<file path="src/rtl/pdu_pkg.sv">
package pdu_pkg;

  // upwind choice taken from the sign of the Roe normal velocity
  typedef enum logic [1:0] {
    W_RIGHT = 2'd0,
    W_HALF  = 2'd1,
    W_LEFT  = 2'd2
  } wsel_t;

  localparam int unsigned DataW = 32;
  localparam int unsigned ProdW = 2 * DataW;
  // doubled Q32.32 value with room for the half-case sum
  localparam int unsigned UpwW     = ProdW + 2;
  localparam int unsigned UpwShift = 17;

endpackage

</file>
<file path="src/rtl/pdu_upwind.sv">
// Upwinds a pair of Q32.32 products, floors to Q16.16 and saturates.
// The half case is floor((pl + pr) / 2), built from the doubled value.
module pdu_upwind (
  input  pdu_pkg::wsel_t                     w,
  input  logic signed [pdu_pkg::ProdW-1:0]   pl,
  input  logic signed [pdu_pkg::ProdW-1:0]   pr,
  output logic signed [pdu_pkg::DataW-1:0]   q
);

  logic signed [pdu_pkg::UpwW-1:0] v2;
  logic        [pdu_pkg::UpwW-1:0] sh;
  logic                            in_range;

  always_comb begin
    case (w)
      pdu_pkg::W_LEFT: begin
        v2 = {pl[pdu_pkg::ProdW-1], pl, 1'b0};
      end
      pdu_pkg::W_RIGHT: begin
        v2 = {pr[pdu_pkg::ProdW-1], pr, 1'b0};
      end
      default: begin
        v2 = {{2{pl[pdu_pkg::ProdW-1]}}, pl} + {{2{pr[pdu_pkg::ProdW-1]}}, pr};
      end
    endcase
    sh = {{pdu_pkg::UpwShift{v2[pdu_pkg::UpwW-1]}},
          v2[pdu_pkg::UpwW-1:pdu_pkg::UpwShift]};
    in_range = (&sh[pdu_pkg::UpwW-1:pdu_pkg::DataW-1]) ||
               !(|sh[pdu_pkg::UpwW-1:pdu_pkg::DataW-1]);
    if (in_range) begin
      q = sh[pdu_pkg::DataW-1:0];
    end else if (sh[pdu_pkg::UpwW-1]) begin
      q = {1'b1, {(pdu_pkg::DataW-1){1'b0}}};
    end else begin
      q = {1'b0, {(pdu_pkg::DataW-1){1'b1}}};
    end
  end

endmodule
</file>
<file path="config.mk">
export PLATFORM = sky130hd
export DESIGN_NAME = pdu_upwind
export DESIGN_NICKNAME = d
export VERILOG_FILES = /design/src/rtl/pdu_pkg.sv /design/src/rtl/pdu_upwind.sv
export SDC_FILE = /design/constraint.sdc
export NUM_CORES = 1
export LEC_CHECK = 0
export BUFFER_PORTS_ARGS = -buffer_cell sky130_fd_sc_hd__buf_4
export CAP_MARGIN = 20
export CORE_MARGIN = 2
export CORE_UTILIZATION = 45
export DETAILED_ROUTE_END_ITERATION = 16
export GPL_TIMING_DRIVEN = 1
export PLACE_DENSITY_LB_ADDON = 0.12
export SLEW_MARGIN = 10
export SYNTH_ARGS = -nofsm -noshare
export SYNTH_HDL_FRONTEND = slang
export SYNTH_SLANG_ARGS = --single-unit
</file>
<file path="constraint.sdc">
create_clock -name vclk -period 3.7
set_input_delay 0.185 -clock vclk [all_inputs]
set_output_delay 0.185 -clock vclk [all_outputs]
set_load 0.1 [all_outputs]
</file>
==> results.sh, run 1 <==
export IMPL_grt_max_degree=62
export IMPL_die_area_sq_um=14000
export IMPL_yosysMostFrequentCell="a21oi_1"
export IMPL_startpoint_type="primary input"
export IMPL_tightest_slew_ns=0.673
export IMPL_violations="setup timing"
export IMPL_drt_iter0_markers=882
export IMPL_min_from="pr[35]"
export IMPL_min_to="q[19]"
export IMPL_dpl_hpwl_um=20300
export IMPL_n_fill_cell=828
export IMPL_clock_fmax_mhz=256
export IMPL_drc=0
export IMPL_nClkBuffers=0
export IMPL_hp_class="in -> out"
export IMPL_layout_drive_gt1_share=0.469
export IMPL_power_leakage_uw=0.00447
export IMPL_muxShareOfSynthArea=0.0777
export IMPL_viasPerCell=6.29
export IMPL_yosys_warnings=0
export IMPL_synth_top_area_cell="ha_1"
export IMPL_detail_route_antenna_nets=0
export IMPL_vias=8980
export IMPL_nets=1450
export IMPL_drt_pass1_iterations=7
export IMPL_syn_avg_cell_area_sq_um=6.59
export IMPL_grt_usage=0.376
export IMPL_synth_top_family_by_area="compound AO/OA/AOI/OAI gates"
export IMPL_antenna_found_initial=0
export IMPL_wl_per_cell_um=20.4
export IMPL_synthTopCellsByCount="119 x a21oi_1, 91 x nand2_1, 89 x nor2_1, 63 x ha_1, 51 x o21ai_0"
export IMPL_final_core_util=0.827
export IMPL_stdcell_area_sq_um=10500
export IMPL_grt_pass1_wl_um=44000
export IMPL_grt_pass1_vias=8951
export IMPL_criticalPathCategory="in -> out"
export IMPL_drv_cap=0
export IMPL_die_w_um=118
export IMPL_die_y_um=118
export IMPL_hold_depth=6
export IMPL_maxSlewViolCount=0
export IMPL_layout_min_cycle_time_ns=3.90
export IMPL_worst_endpoint_arrival_ns=3.72
export IMPL_p_per_area_nw_per_um2=241
export IMPL_wl_um=29200
export IMPL_relSlewSlack=0.551
export IMPL_cts_hold_buf=0
export IMPL_seq_cells=0
export IMPL_io_buffers=162
export IMPL_pin_count=162
export IMPL_hold_violations=0
export IMPL_netlist_area_sq_um=5860
export IMPL_layout_area_seq_sq_um=0
export IMPL_synthAdderAreaFrac=0.135
export IMPL_cp_end_kind="primary output"
export IMPL_grt_overflow_total=0
export IMPL_dpl_instance_area_sq_um=9120
export IMPL_synthTopCellsByArea="ha_1 13%, a21oi_1 10%, mux2i_1 7.0%"
export IMPL_fp_row_count=41
export IMPL_ys_types=79
export IMPL_initial_core_util=0.463
export IMPL_setup_viol=31
export IMPL_setup_slack_ns=-0.204
export IMPL_synthSimpleGateAreaFrac=0.271
export IMPL_outcome="finished with violations"
export IMPL_seq_area_frac_synth=0
export IMPL_min_period_over_period=1.06
export IMPL_gp_congestion=1.00
export IMPL_critPathMaxFanout=10
export IMPL_synth_xor_area_share=0.0553
export IMPL_synthCells=889
export IMPL_synth_compound_area_frac=0.390
export IMPL_core_sq_um=12700
export IMPL_syn_nets=1082
export IMPL_rsz0062_at_grt="yes"
export IMPL_worstPathRequired_ns=3.51
export IMPL_areaGrowthSynthToFinish_pct=78.7
export IMPL_yosysTopAreaCellShare=0.135
export IMPL_vdd_drop_max_mv=0.236
export IMPL_antennaDiodeCount=0
power breakdown:
| part | switching, uW | leakage [uW] | internal, uW | total (uW) |
|---|---|---|---|---|
| Sequential | 0 | 0 | 0 | 0 |
| Clock | 0 | 0 | 0 | 0 |
| Combinational | 1440 | 0.00447 | 1090 | 2530 |
area by class of cell:
type	instances	area [sq um]	area share
Timing Repair Buffer	430	3820	0.364
Multi-Input combinational cell	812	6390	0.610
Tap cell	172	215	0.0205
Inverter	13	51.3	0.00490
layer usage:
metal / global-route usage / share of wire / vias up
met1: 0.458 / 0.38 / 4160
met5: 0 / 0 / -
met2: 0.682 / 0.49 / 555
met4: 0.129 / 0.047 / 0
li1: - / - / 4128
met3: 0.0397 / 0.079 / 137
stage by stage:
| stage | hold WS [ns] | setup TNS, ns | std cells | total power [uW] | setup slack (ns) |
|---|---|---|---|---|---|
| final | 1.02 | -5.63 | 1427 | 2530 | -0.204 |
| after global routing | 1.06 | -7.38 | 1427 | 2640 | -0.268 |
| after detailed placement | 1.07 | -8.29 | 1403 | 2070 | -0.286 |
| after floorplan | 0.927 | -1.82 | 889 | 1350 | -0.0689 |
| after CTS | 0.996 | -1.42 | 1418 | 2360 | -0.0939 |
| after global placement | 1.05 | -7.16 | 1403 | 2050 | -0.248 |
how the worst max path moves through the flow:
| stage | start | slack (ns) | depth (start not counted) | end |
|---|---|---|---|---|
| after floorplan | pr[28] | -0.07 | 13 | q[0] |
| final | pl[22] | -0.20 | 18 | q[16] |
| after CTS | pl[27] | -0.09 | 17 | q[3] |
| after global routing | pl[22] | -0.27 | 16 | q[16] |
| after detailed placement | pl[25] | -0.29 | 18 | q[24] |
| after global placement | pl[41] | -0.25 | 17 | q[0] |
layout by cell type (no fill, tap or decap), types with 10 or more instances in the layout:
master and count:
a21o_1 17, a21oi_1 102, a21oi_2 18, a21oi_4 36
a31oi_1 10, buf_12 37, buf_4 376, buf_6 12
ha_1 38, ha_4 20, inv_1 12, mux2i_1 41
nand2_1 85, nand3_1 15, nand4_1 41, nor2_1 87
nor3_1 15, o211ai_1 11, o21ai_0 40, o21ai_1 20
xnor2_1 20, xor2_1 16
cell families after synthesis:
group | after synthesis
buffers and inverters | 77
multiplexers | 45
AND/OR/NAND/NOR | 322
XOR/XNOR | 37
adder cells (fa/ha/maj) | 63
AO/OA/AOI/OAI | 345
critical path, stage by stage:
cell and delay, ns:
buf_4 0.11, ha_1 0.34, a21oi_2 0.29, o21ai_1 0.14, a221oi_2 0.28, buf_4 0.16
buf_4 0.11, nor2_2 0.04, nor3_2 0.23, o21bai_1 0.13, buf_4 0.16, a21o_1 0.22
a21boi_1 0.18, mux2i_1 0.12, o31a_4 0.46, buf_16 0.21, a21oi_4 0.16, buf_12 0.19
what timing repair did:
item,CTS,global route
gates cloned,3,3
pin swaps,29,36
setup buffers,13,8
endpoints found under the setup margin,31,31
resized for setup,163,76
No activity file was read; power rests on OpenSTA's default activity.
==> run 2: changes to the inputs <==
Settings changed: PLACE_DENSITY set to 0.72, PLACE_DENSITY_LB_ADDON 0.12 to not set.
==> results.sh, run 2 (same netlist as run 1, synthesis figures left out) <==
export IMPL_min_period_over_period=1.06
export IMPL_grt_usage=0.382
export IMPL_criticalPathCategory="in -> out"
export IMPL_viasPerCell=6.22
export IMPL_pwr_share_clk=0
export IMPL_cp_slowest_stage_delay_ns=0.36
export IMPL_layout_area_seq_sq_um=0
export IMPL_core_sq_um=12700
export IMPL_dpl_hpwl_um=21700
export IMPL_final_core_util=0.814
export IMPL_grt_overflow_total=0
export IMPL_hold_depth=6
export IMPL_wl_um=29200
export IMPL_drt_pass1_iterations=6
export IMPL_fp_row_count=41
export IMPL_path_cells="buf_4 > ha_1 > buf_4 > a21oi_1 > o21ai_1 > buf_4 > a21oi_1 > and4_1 > a22o_1 > xnor2_1 > a21oi_1 > nor3_2 > nand4_1 > o31a_2 > buf_12 > a21oi_4 > buf_12"
export IMPL_io_buffers=162
export IMPL_tightest_slew_ns=0.694
export IMPL_drc=0
export IMPL_wl_per_cell_um=20.4
export IMPL_nClkBuffers=0
export IMPL_vias=8907
export IMPL_gp_congestion=1.11
export IMPL_grt_max_degree=60
export IMPL_critPathMaxFanout=16
export IMPL_antennaDiodeCount=0
export IMPL_die_y_um=118
export IMPL_clock_fmax_mhz=255
export IMPL_violations="setup timing"
export IMPL_detail_route_antenna_nets=0
export IMPL_cp_end_kind="primary output"
export IMPL_hold_violations=0
export IMPL_layout_commonest_cell="buf_4"
export IMPL_nets=1455
export IMPL_mostFrequentLayoutCells="385 x buf_4, 109 x a21oi_1, 87 x nand2_1, 86 x nor2_1, 48 x o21ai_0"
export IMPL_p_int_uw=1080
export IMPL_grt_pass1_wl_um=43700
export IMPL_drv_cap=0
export IMPL_n_fill_cell=862
export IMPL_areaGrowthSynthToFinish_pct=76.0
export IMPL_die_w_um=118
export IMPL_seq_power_share=0
export IMPL_drt_iter0_markers=781
export IMPL_combinationalPowerShare=1.000
export IMPL_vdd_drop_max_mv=0.230
export IMPL_fin_total_pwr_uw=2520
export IMPL_setup_viol=31
export IMPL_setup_slack_ns=-0.226
export IMPL_die_area_sq_um=14000
export IMPL_worst_endpoint_arrival_ns=3.74
export IMPL_outcome="finished with violations"
export IMPL_relSlewSlack=0.537
export IMPL_layout_drive_gt1_share=0.455
export IMPL_switching_share=0.570
export IMPL_seq_cells=0
export IMPL_dp_slack_ns=-0.349
export IMPL_power_leakage_uw=0.00444
export IMPL_maxSlewViolCount=0
export IMPL_cp_slowest_cell="o31a_2"
export IMPL_layout_min_cycle_time_ns=3.93
export IMPL_hp_class="in -> out"
export IMPL_pin_count=162
export IMPL_hold_slack_ns=1.01
export IMPL_worstPathRequired_ns=3.51
export IMPL_antenna_found_initial=0
export IMPL_p_per_area_nw_per_um2=244
export IMPL_initial_core_util=0.463
export IMPL_rsz0062_at_grt="yes"
export IMPL_startpoint_type="primary input"
export IMPL_power_switching_uw=1440
export IMPL_grt_pass1_vias=8598
[run 2: final cells by class]
| cell class | instances | area [sq um] | share of cell area |
|---|---|---|---|
| Multi-Input combinational cell | 812 | 6270 | 0.608 |
| Timing Repair Buffer | 435 | 3780 | 0.366 |
| Tap cell | 172 | 215 | 0.0209 |
| Inverter | 13 | 48.8 | 0.00473 |
[run 2: metal layers]
| metal | track usage | part of all wire | up-vias |
|---|---|---|---|
| li1 | - | - | 4133 |
| met1 | 0.457 | 0.39 | 4173 |
| met2 | 0.679 | 0.48 | 488 |
| met3 | 0.0586 | 0.081 | 113 |
| met4 | 0.151 | 0.045 | 0 |
| met5 | 0 | 0 | - |
[run 2: worst max-delay path, delay by kind of cell]
family	cells	cell delay (ns)
buf+inv	5	0.84
fa+ha+maj	1	0.30
compound gates	7	1.62
xor+xnor	1	0.13
simple gates	3	0.62
[run 2: final timing paths]
| path | start | to |
|---|---|---|
| worst min-delay path | pl[34] | q[18] |
| worst max-delay path | pl[46] | q[19] |
[run 2: what timing repair did]
action                                  4_1_cts  5_1_grt
setup buffers                                12        7
hold buffers                                  0        0
cloned                                        2        0
endpoints found under the setup margin       31       31
pin swaps                                    16       34
resized for setup                           124       81
[run 2: through the flow]
stage,TNS [ns],area [sq um],cells
after floorplan,-1.82,6210,889
after detailed placement,-10.48,9210,1414
after global placement,-7.90,9210,1414
after global routing,-8.37,10300,1432
after CTS,-5.19,9930,1428
final,-6.05,10300,1432
[run 2: power by group through the flow]
stage               Clock [uW]  Sequential, uW  Combinational [uW]
floorplan                    0               0                1350
global placement             0               0                2110
detailed placement           0               0                2120
CTS                          0               0                2380
global route                 0               0                2630
finish                       0               0                2520
